**src/hdl/ccache_pkg.sv**
```systemverilog
// Shared widths, command and mode codes, and the structs passed between
// the cache blocks. No dependencies.
`timescale 1ns / 1ps

package ccache_pkg;

	localparam int ADDR_W    = 11;
	localparam int DATA_W    = 32;
	localparam int CNT_W     = 32;
	localparam int TAG_W     = 11;
	localparam int CMD_W     = 2;
	localparam int MODE_W    = 2;
	localparam int MEM_DEPTH = 2048;

	localparam logic [CMD_W-1:0] CMD_LOAD  = 2'd0;
	localparam logic [CMD_W-1:0] CMD_STORE = 2'd1;
	localparam logic [CMD_W-1:0] CMD_NOP   = 2'd2;

	localparam logic [MODE_W-1:0] MODE_DM = 2'd0;
	localparam logic [MODE_W-1:0] MODE_FA = 2'd1;
	localparam logic [MODE_W-1:0] MODE_SA = 2'd2;

	typedef struct packed {
		logic              en;
		logic [ADDR_W-1:0] addr;
		logic [DATA_W-1:0] data;
	} mem_wr_t;

	typedef struct packed {
		logic              hit;
		logic              load_miss;
		logic [DATA_W-1:0] rdata;
	} lookup_t;

endpackage

```
**src/hdl/ccache_lines.sv**
```systemverilog
// Cache line store (valid, tag, data, LRU rank) with tag match, victim
// select and LRU promote for all three modes. Depends on ccache_pkg.
`timescale 1ns / 1ps

module ccache_lines import ccache_pkg::*; #(
	parameter int LINES    = 16,
	parameter int SET_WAYS = 4
) (
	input  logic              clk,
	input  logic              arst_n,
	input  logic              upd,
	input  logic [MODE_W-1:0] mode,
	input  logic [CMD_W-1:0]  cmd,
	input  logic [ADDR_W-1:0] addr,
	input  logic [ADDR_W-1:0] dm_quo,
	input  logic [ADDR_W-1:0] sa_quo,
	input  logic [DATA_W-1:0] wdata,
	input  logic [DATA_W-1:0] mem_rdata,
	output lookup_t           res
);

	localparam int SET_COUNT = (LINES / SET_WAYS > 0) ? (LINES / SET_WAYS) : 1;
	localparam int LIDX_W    = $clog2(LINES);
	localparam int SET_W     = (SET_COUNT > 1) ? $clog2(SET_COUNT) : 1;
	localparam int RANK_W    = $clog2((LINES > SET_WAYS) ? LINES : SET_WAYS);
	localparam logic [RANK_W-1:0] FA_TOP = RANK_W'(LINES - 1);
	localparam logic [RANK_W-1:0] SA_TOP = RANK_W'(SET_WAYS - 1);

	logic [LINES-1:0]  valid_q;
	logic [TAG_W-1:0]  tag_q  [LINES];
	logic [DATA_W-1:0] data_q [LINES];
	logic [RANK_W-1:0] rank_q [LINES];

	logic [ADDR_W-1:0] dm_rem, sa_rem;
	logic [LIDX_W-1:0] line_idx;
	logic [SET_W-1:0]  set_idx;
	logic [TAG_W-1:0]  cur_tag;
	logic              is_dm, is_fa, is_load, is_store;
	logic [LINES-1:0]  grp, match, is_min;
	logic [LIDX_W-1:0] hit_e, vic_e, sel_e;
	logic              found;
	logic [RANK_W-1:0] old_rank, top_rank;
	logic              promote, fill, st_hit;

	// quotients come in registered; remainders by constant multiply
	assign dm_rem   = addr - dm_quo * ADDR_W'(LINES);
	assign sa_rem   = addr - sa_quo * ADDR_W'(SET_COUNT);
	assign line_idx = dm_rem[LIDX_W-1:0];
	assign set_idx  = sa_rem[SET_W-1:0];

	assign is_dm    = (mode == MODE_DM);
	assign is_fa    = (mode == MODE_FA);
	assign is_load  = (cmd == CMD_LOAD);
	assign is_store = (cmd == CMD_STORE);

	always_comb begin
		unique case (mode)
			MODE_DM: cur_tag = dm_quo;
			MODE_FA: cur_tag = addr;
			default: cur_tag = sa_quo;
		endcase
	end

	for (genvar g = 0; g < LINES; g++) begin : g_line
		localparam int GSET = g % SET_COUNT;
		logic [LINES-1:0] below;

		assign grp[g] = is_fa |
			(is_dm ? (line_idx == LIDX_W'(g)) : (set_idx == SET_W'(GSET)));
		assign match[g] = grp[g] & valid_q[g] & (tag_q[g] == cur_tag);

		for (genvar j = 0; j < LINES; j++) begin : g_cmp
			assign below[j] = grp[j] && (rank_q[j] < rank_q[g]);
		end
		assign is_min[g] = grp[g] && !(|below);
	end

	// highest matching line wins; victim is the lowest-index line of minimum rank
	always_comb begin
		hit_e = '0;
		for (int i = 0; i < LINES; i++) begin
			if (match[i]) begin
				hit_e = LIDX_W'(i);
			end
		end
		vic_e = '0;
		for (int i = LINES - 1; i >= 0; i--) begin
			if (is_min[i]) begin
				vic_e = LIDX_W'(i);
			end
		end
	end

	assign found    = |match;
	assign sel_e    = found ? hit_e : (is_dm ? line_idx : vic_e);
	assign old_rank = rank_q[sel_e];
	assign top_rank = is_fa ? FA_TOP : SA_TOP;

	assign promote = upd & is_load & ~is_dm;
	assign fill    = upd & is_load & ~found;
	assign st_hit  = upd & is_store & found;

	assign res.hit       = found & (is_load | is_store);
	assign res.load_miss = is_load & ~found;
	assign res.rdata     = !is_load ? '0 : (found ? data_q[hit_e] : mem_rdata);

	always_ff @(posedge clk or negedge arst_n) begin
		if (!arst_n) begin
			valid_q <= '0;
			for (int i = 0; i < LINES; i++) begin
				rank_q[i] <= '0;
			end
		end else begin
			if (fill) begin
				valid_q[sel_e] <= 1'b1;
			end
			if (promote) begin
				for (int i = 0; i < LINES; i++) begin
					if (LIDX_W'(i) == sel_e) begin
						rank_q[i] <= top_rank;
					end else if (grp[i] && rank_q[i] > old_rank) begin
						rank_q[i] <= rank_q[i] - 1'b1;
					end
				end
			end
		end
	end

	always_ff @(posedge clk) begin
		if (fill) begin
			tag_q[sel_e]  <= cur_tag;
			data_q[sel_e] <= mem_rdata;
		end else if (st_hit) begin
			data_q[sel_e] <= wdata;
		end
	end

endmodule

```
**config.mk**
```make
export PLATFORM = sky130hd
export DESIGN_NAME = ccache_lines
export DESIGN_NICKNAME = d
export VERILOG_FILES = /design/src/hdl/ccache_pkg.sv /design/src/hdl/ccache_lines.sv
export SDC_FILE = /design/constraint.sdc
export NUM_CORES = 2
export LEC_CHECK = 0
export BUFFER_PORTS_ARGS = -buffer_cell sky130_fd_sc_hd__buf_2
export CELL_PAD_IN_SITES_DETAIL_PLACEMENT = 0
export CELL_PAD_IN_SITES_GLOBAL_PLACEMENT = 1
export CORE_MARGIN = 1.5
export CORE_UTILIZATION = 35
export DETAILED_ROUTE_END_ITERATION = 8
export GPL_TIMING_DRIVEN = 0
export PLACE_DENSITY = 0.64
export SYNTH_ARGS = -nofsm -noshare
export SYNTH_HDL_FRONTEND = slang
export SYNTH_SLANG_ARGS = --single-unit
```
**constraint.sdc**
```tcl
create_clock -name clk -period 14.2 [get_ports clk]
set_input_delay 2.84 -clock clk [delete_from_list [all_inputs] [get_ports clk]]
set_output_delay 2.84 -clock clk [all_outputs]
set_load 0.02 [all_outputs]
```
==> Word level (Yosys, flattened, before mapping) <==
Memories as Yosys holds them, arrays and structs flattened.
Index checks and enable logic that the tools add are counted.
{ "totals": {"ff_bits": 80, "out_inout_bits": 34, "input_bits": 104, "mem_count": 2, "ramBits": 688, "word_cells": 879} }
{ "op_classes": {"n_bitwise": 61, "n_lt_le_gt_ge": 275, "n_reduce_logical": 359, "addsub": 18, "eq_ne": 51, "n_mux": 96} }
{ "memory_table": {"columns": ["name", "depth", "word_bits", "read_ports", "rd_clocked_by_memory_dff", "write_ports", "line", "source"], "rows": [
  ["data_q", 16, 32, 1, 0, 1, "ccache_lines.sv:31", "logic [DATA_W-1:0] data_q [LINES];"],
  ["tag_q", 16, 11, 16, 0, 1, "ccache_lines.sv:30", "logic [TAG_W-1:0] tag_q [LINES];"]
]} }
{ "op_table": {"columns": ["op", "count"], "rows": [
  ["4-bit less-than comparator", 256],
  ["1-bit logical AND", 289],
  ["16-bit OR reduction", 17],
  ["4-bit 2-to-1 mux", 67],
  ["11-bit == test", 16],
  ["32-bit 2-to-1 mux", 3],
  ["4-bit by 1-bit subtractor with 4-bit output (second input constant)", 17],
  ["4-bit greater-than comparator", 16],
  ["1-bit bitwise AND", 39],
  ["4-bit == test (first input constant)", 8],
  ["4-bit == test (second input constant)", 8],
  ["2-bit AND reduction", 16],
  ["2-bit nonzero test", 16],
  ["1-bit 2-to-1 mux", 23],
  ["11-bit case mux with 2 select lines", 1],
  ["1-bit bitwise OR", 18],
  ["4-bit binary-select mux with 4-bit select", 1],
  ["3-bit by 4-bit == test with 1-bit output (first input constant)", 4],
  ["4-bit by 3-bit == test with 1-bit output (second input constant)", 4],
  ["1-bit zero test", 16],
  ["16-bit bitwise OR", 1],
  ["2-bit by 4-bit == test with 1-bit output (first input constant)", 2],
  ["4-bit by 2-bit == test with 1-bit output (second input constant)", 2],
  ["4-bit zero test", 2],
  ["other kinds (12)", 18]
]} }

==> Longest topological paths before layout <==
{ "depth": {"word_depth": 34, "depth_mapped": 32, "mapped_depth_nobuf": 25} }

==> Worst setup path after synthesis <==
OpenSTA, ideal clock, no wires.
{ "synth_timing": {"path_type": "input port to output port", "startpoint": "input mode[0]", "endpoint": "output res[25] (netlist name)", "t_required_ps": 11360, "path_buffers": 5, "stages": 18, "arrival_time_ps": 6683, "slack_ps": 4677, "path_cell_list": "buf_6 -> buf_8 -> mux2_4 -> nor2_1 -> buf_4 -> buf_2 -> a221oi_1 -> nand4_1 -> or4_1 -> a21oi_1 -> o21bai_1 -> a21oi_1 -> o21ai_1 -> a41oi_2 -> buf_2 -> mux4_2 -> a211oi_1 -> o21ai_1"} }
{ "synth_rtl": {"columns": ["element", "line", "source"], "rows": [
  ["from (decl)", "ccache_lines.sv:12", "input logic [MODE_W-1:0] mode,"],
  ["to (decl)", "ccache_lines.sv:19", "output lookup_t res"]
]} }

==> out/metrics.csv <==
metric,value,unit
"EDFF count, synth",688,
clock root buffer,clkbuf_16,
post-synth top area share,40.8,%
critical path's top delay family,buffers and inverters,
antenna-violating nets left,0,
H-tree lvl count,3,
largest net degree at the start of global routing,42,
post-route setup TNS,0,ns
Crit path required time,11.36,ns
total power divided by cell area,222,nW/um^2
hold depth,1,
clock buffer depth,3,
worst-path fanout max,18,
total CTS buffers,80,
RSZ-0062 raised after global routing,false,
DR iter-0 viols,5663,
post-route cell area,57000,um^2
Die Wd,383,um
Min Hold Slack,0.482,ns
worst rel slew slack,-4.50,%
Initial Util,35.3,%
worst-margin pin slew,1.57,ns
Rows,139,
Clock Skew,0.0384,ns
Hold EP,valid_q[15],
"most used cell, CP",clkbuf_1,
fmax,73.3,MHz
cts hold-fix bufs,0,
clk slew on worst S/H paths,0.06,ns
# port buffers,130,
Hold Fails Final Rpt,0,
crit end category,output port,
Post-synth ARST share,10.4,%
Worst IR Drop VDD,0.292,mV
num ports,138,
Detailed Routing Iterations Pass 1,8,
Final Total Pwr,12.6,mW
yosys warns,0,
failing checks,"max-capacitance violations, max-slew violations",
crit-path cells,buf_2 -> buf_6 -> nand2b_1 -> clkbuf_1 -> o21ai_4 -> clkbuf_1 -> inv_1 -> a21boi_0 -> a2111oi_1 -> and3b_1 -> clkbuf_1 -> and3_1 -> nand2b_1 -> clkbuf_1 -> o21ai_1 -> buf_2,
global placement routability congestion,1.00,
Yosys cell types,113,
final WL,225000,um
largest area contributor in the netlist,edfxtp_1,
TritonCTS clock tree,built,
synth top area cells,"edfxtp_1 41%, ha_1 14%, mux2i_1 4.5%",
antenna violations before repair,8,
CP startpoint kind,input pin,
final worst path period share,96.1,%
Post-synth top cells,"688 x edfxtp_1, 560 x ha_1, 309 x a21oi_1",
Crit-path slowest cell,inv_1,
Area after DPL,54400,um^2
sequential share of the synthesized area,44.8,%
Worst Path Arrival,10.80,ns
worst min-delay path category,flip-flop to flip-flop,
overall die area,147000,um^2
WP buf/inv,8,
Core Box Area,143000,um^2
layout cells sized above 1,14.0,%
Final min period,13.64,ns
most frequent cell after synthesis,edfxtp_1,
setup repair bufs after CTS,0,
wire length per cell,34.0,um
Reg-to-Reg Start,rank_q[28],
#FFs+latches synth,768,
hold path startpoint,valid_q[15],
slowest cell delay on critical path,1.11,ns
post-CTS resize count,0,
cells after synthesis,4406,
Reg2Reg Setup Slack,5.05,ns
commonest register cell after synthesis,edfxtp_1,
global-route wire length before repair,312000,um
reg2reg path depth,24,
R2R Path End,rank_q[47],
DRC viols,0,
synthesis-to-finish area growth,12.7,%
final number of setup-violating endpoints,0,
max cap viols,4,
post-layout util,39.7,%
gr ovfl total,0,
Sink Count,768,
Syn Area/Cell,11.5,um^2
post-synthesis cell area,50600,um^2
status,"finished, violations left",
Die H,383,um
number of global-route vias before repair,39954,
vias per cell,6.43,
P_leak,20.9,nW
final slew viol count,7,
gr usage total,29.9,%
WS Path Type,input pin to output port,
nets@finish,5315,
clock latency on the worst-skew pair,0.70,ns
DR vias,42574,
synthesized net count,5070,
detailed placement HPWL,154000,um
[layout by cell type (no fill, tap or decap), types with 20 or more instances in the layout]
| cell | count |
|---|---|
| o21a_1 | 42 |
| or2_2 | 20 |
| buf_2 | 192 |
| o211ai_1 | 85 |
| mux4_2 | 60 |
| dfrtp_1 | 80 |
| nor4_1 | 59 |
| a221oi_2 | 28 |
| nor2b_1 | 54 |
| buf_4 | 36 |
| a221oi_1 | 26 |
| clkbuf_16 | 80 |
| nand2_1 | 246 |
| o21ai_0 | 180 |
| ha_1 | 560 |
| nand3_1 | 131 |
| nand2b_1 | 56 |
| and3_1 | 24 |
| mux2i_1 | 229 |
| a21oi_1 | 303 |
| nor3_1 | 29 |
| clkbuf_1 | 71 |
| o22ai_1 | 79 |
| buf_6 | 31 |
| edfxtp_1 | 688 |
| a22oi_1 | 57 |
| or4_1 | 21 |
| a22o_1 | 50 |
| inv_1 | 261 |
| nand4_1 | 158 |
| nor2_1 | 93 |
| a32oi_1 | 21 |
| mux2_2 | 39 |
| o22a_1 | 43 |
| a2bb2oi_1 | 28 |
| o21ai_1 | 50 |
| o2111ai_1 | 27 |
[registers in the layout (all words and copies together) (netlist names)]
register / cells
tag_q: 176
valid_q: 16
data_q: 512
rank_q: 64
[routing by layer]
metal	track usage, %	share of wire (%)	routed length, um
met1	41.9	43	96700
met2	45.1	43	97200
met3	6.05	9.3	20900
met4	11.7	4.6	10300
met5	0	0.0058	13
[kinds of logic after synthesis]
kind of cell | count (synthesis) | share of synthesized area, %
compound gates | 1265 | 17.5
simple gates | 1000 | 10.8
flops | 768 | 44.8
fa+ha+maj | 560 | 13.8
buf+inv | 444 | 4.14
mux | 341 | 8.47
xor+xnor | 28 | 0.485
[how the worst max path moves through the flow]
stage                        from  cells past startpoint  slack, ns    endpoint
final                     mode[1]                     16       0.56      res[1]
after detailed placement  mode[1]                     16       0.79      res[1]
after global placement    mode[1]                     23      -1.24  rank_q[47]
after global routing      mode[1]                     16       0.64      res[1]
after floorplan           mode[0]                     18       4.68     res[25]
after CTS                 mode[1]                     16       0.76      res[1]
[where the power goes]
part | total [mW] | switching [mW] | internal, mW
Clock | 2.13 | 0.958 | 1.17
Combinational | 7.26 | 4.62 | 2.65
Sequential | 3.26 | 0.574 | 2.69
Total | 12.6 | 6.15 | 6.50
[layout make-up]
type	count	area, um^2
Sequential cell	768	22700
Buffer	177	1090
Multi-Input combinational cell	3194	26000
Clock inverter	43	493
Antenna cell	3	7.51
Timing Repair Buffer	163	1230
Fill cell	13757	86500
Clock buffer	104	2120
Inverter	267	1000
Tap cell	1903	2380
[through the flow]
stage,instances,setup WS [ns]
after floorplan,4406,4.68
after global placement,6439,-1.24
after detailed placement,6471,0.786
after CTS,6618,0.756
after global routing,6619,0.640
final,6622,0.557
No activity file was read; power rests on OpenSTA's default activity.
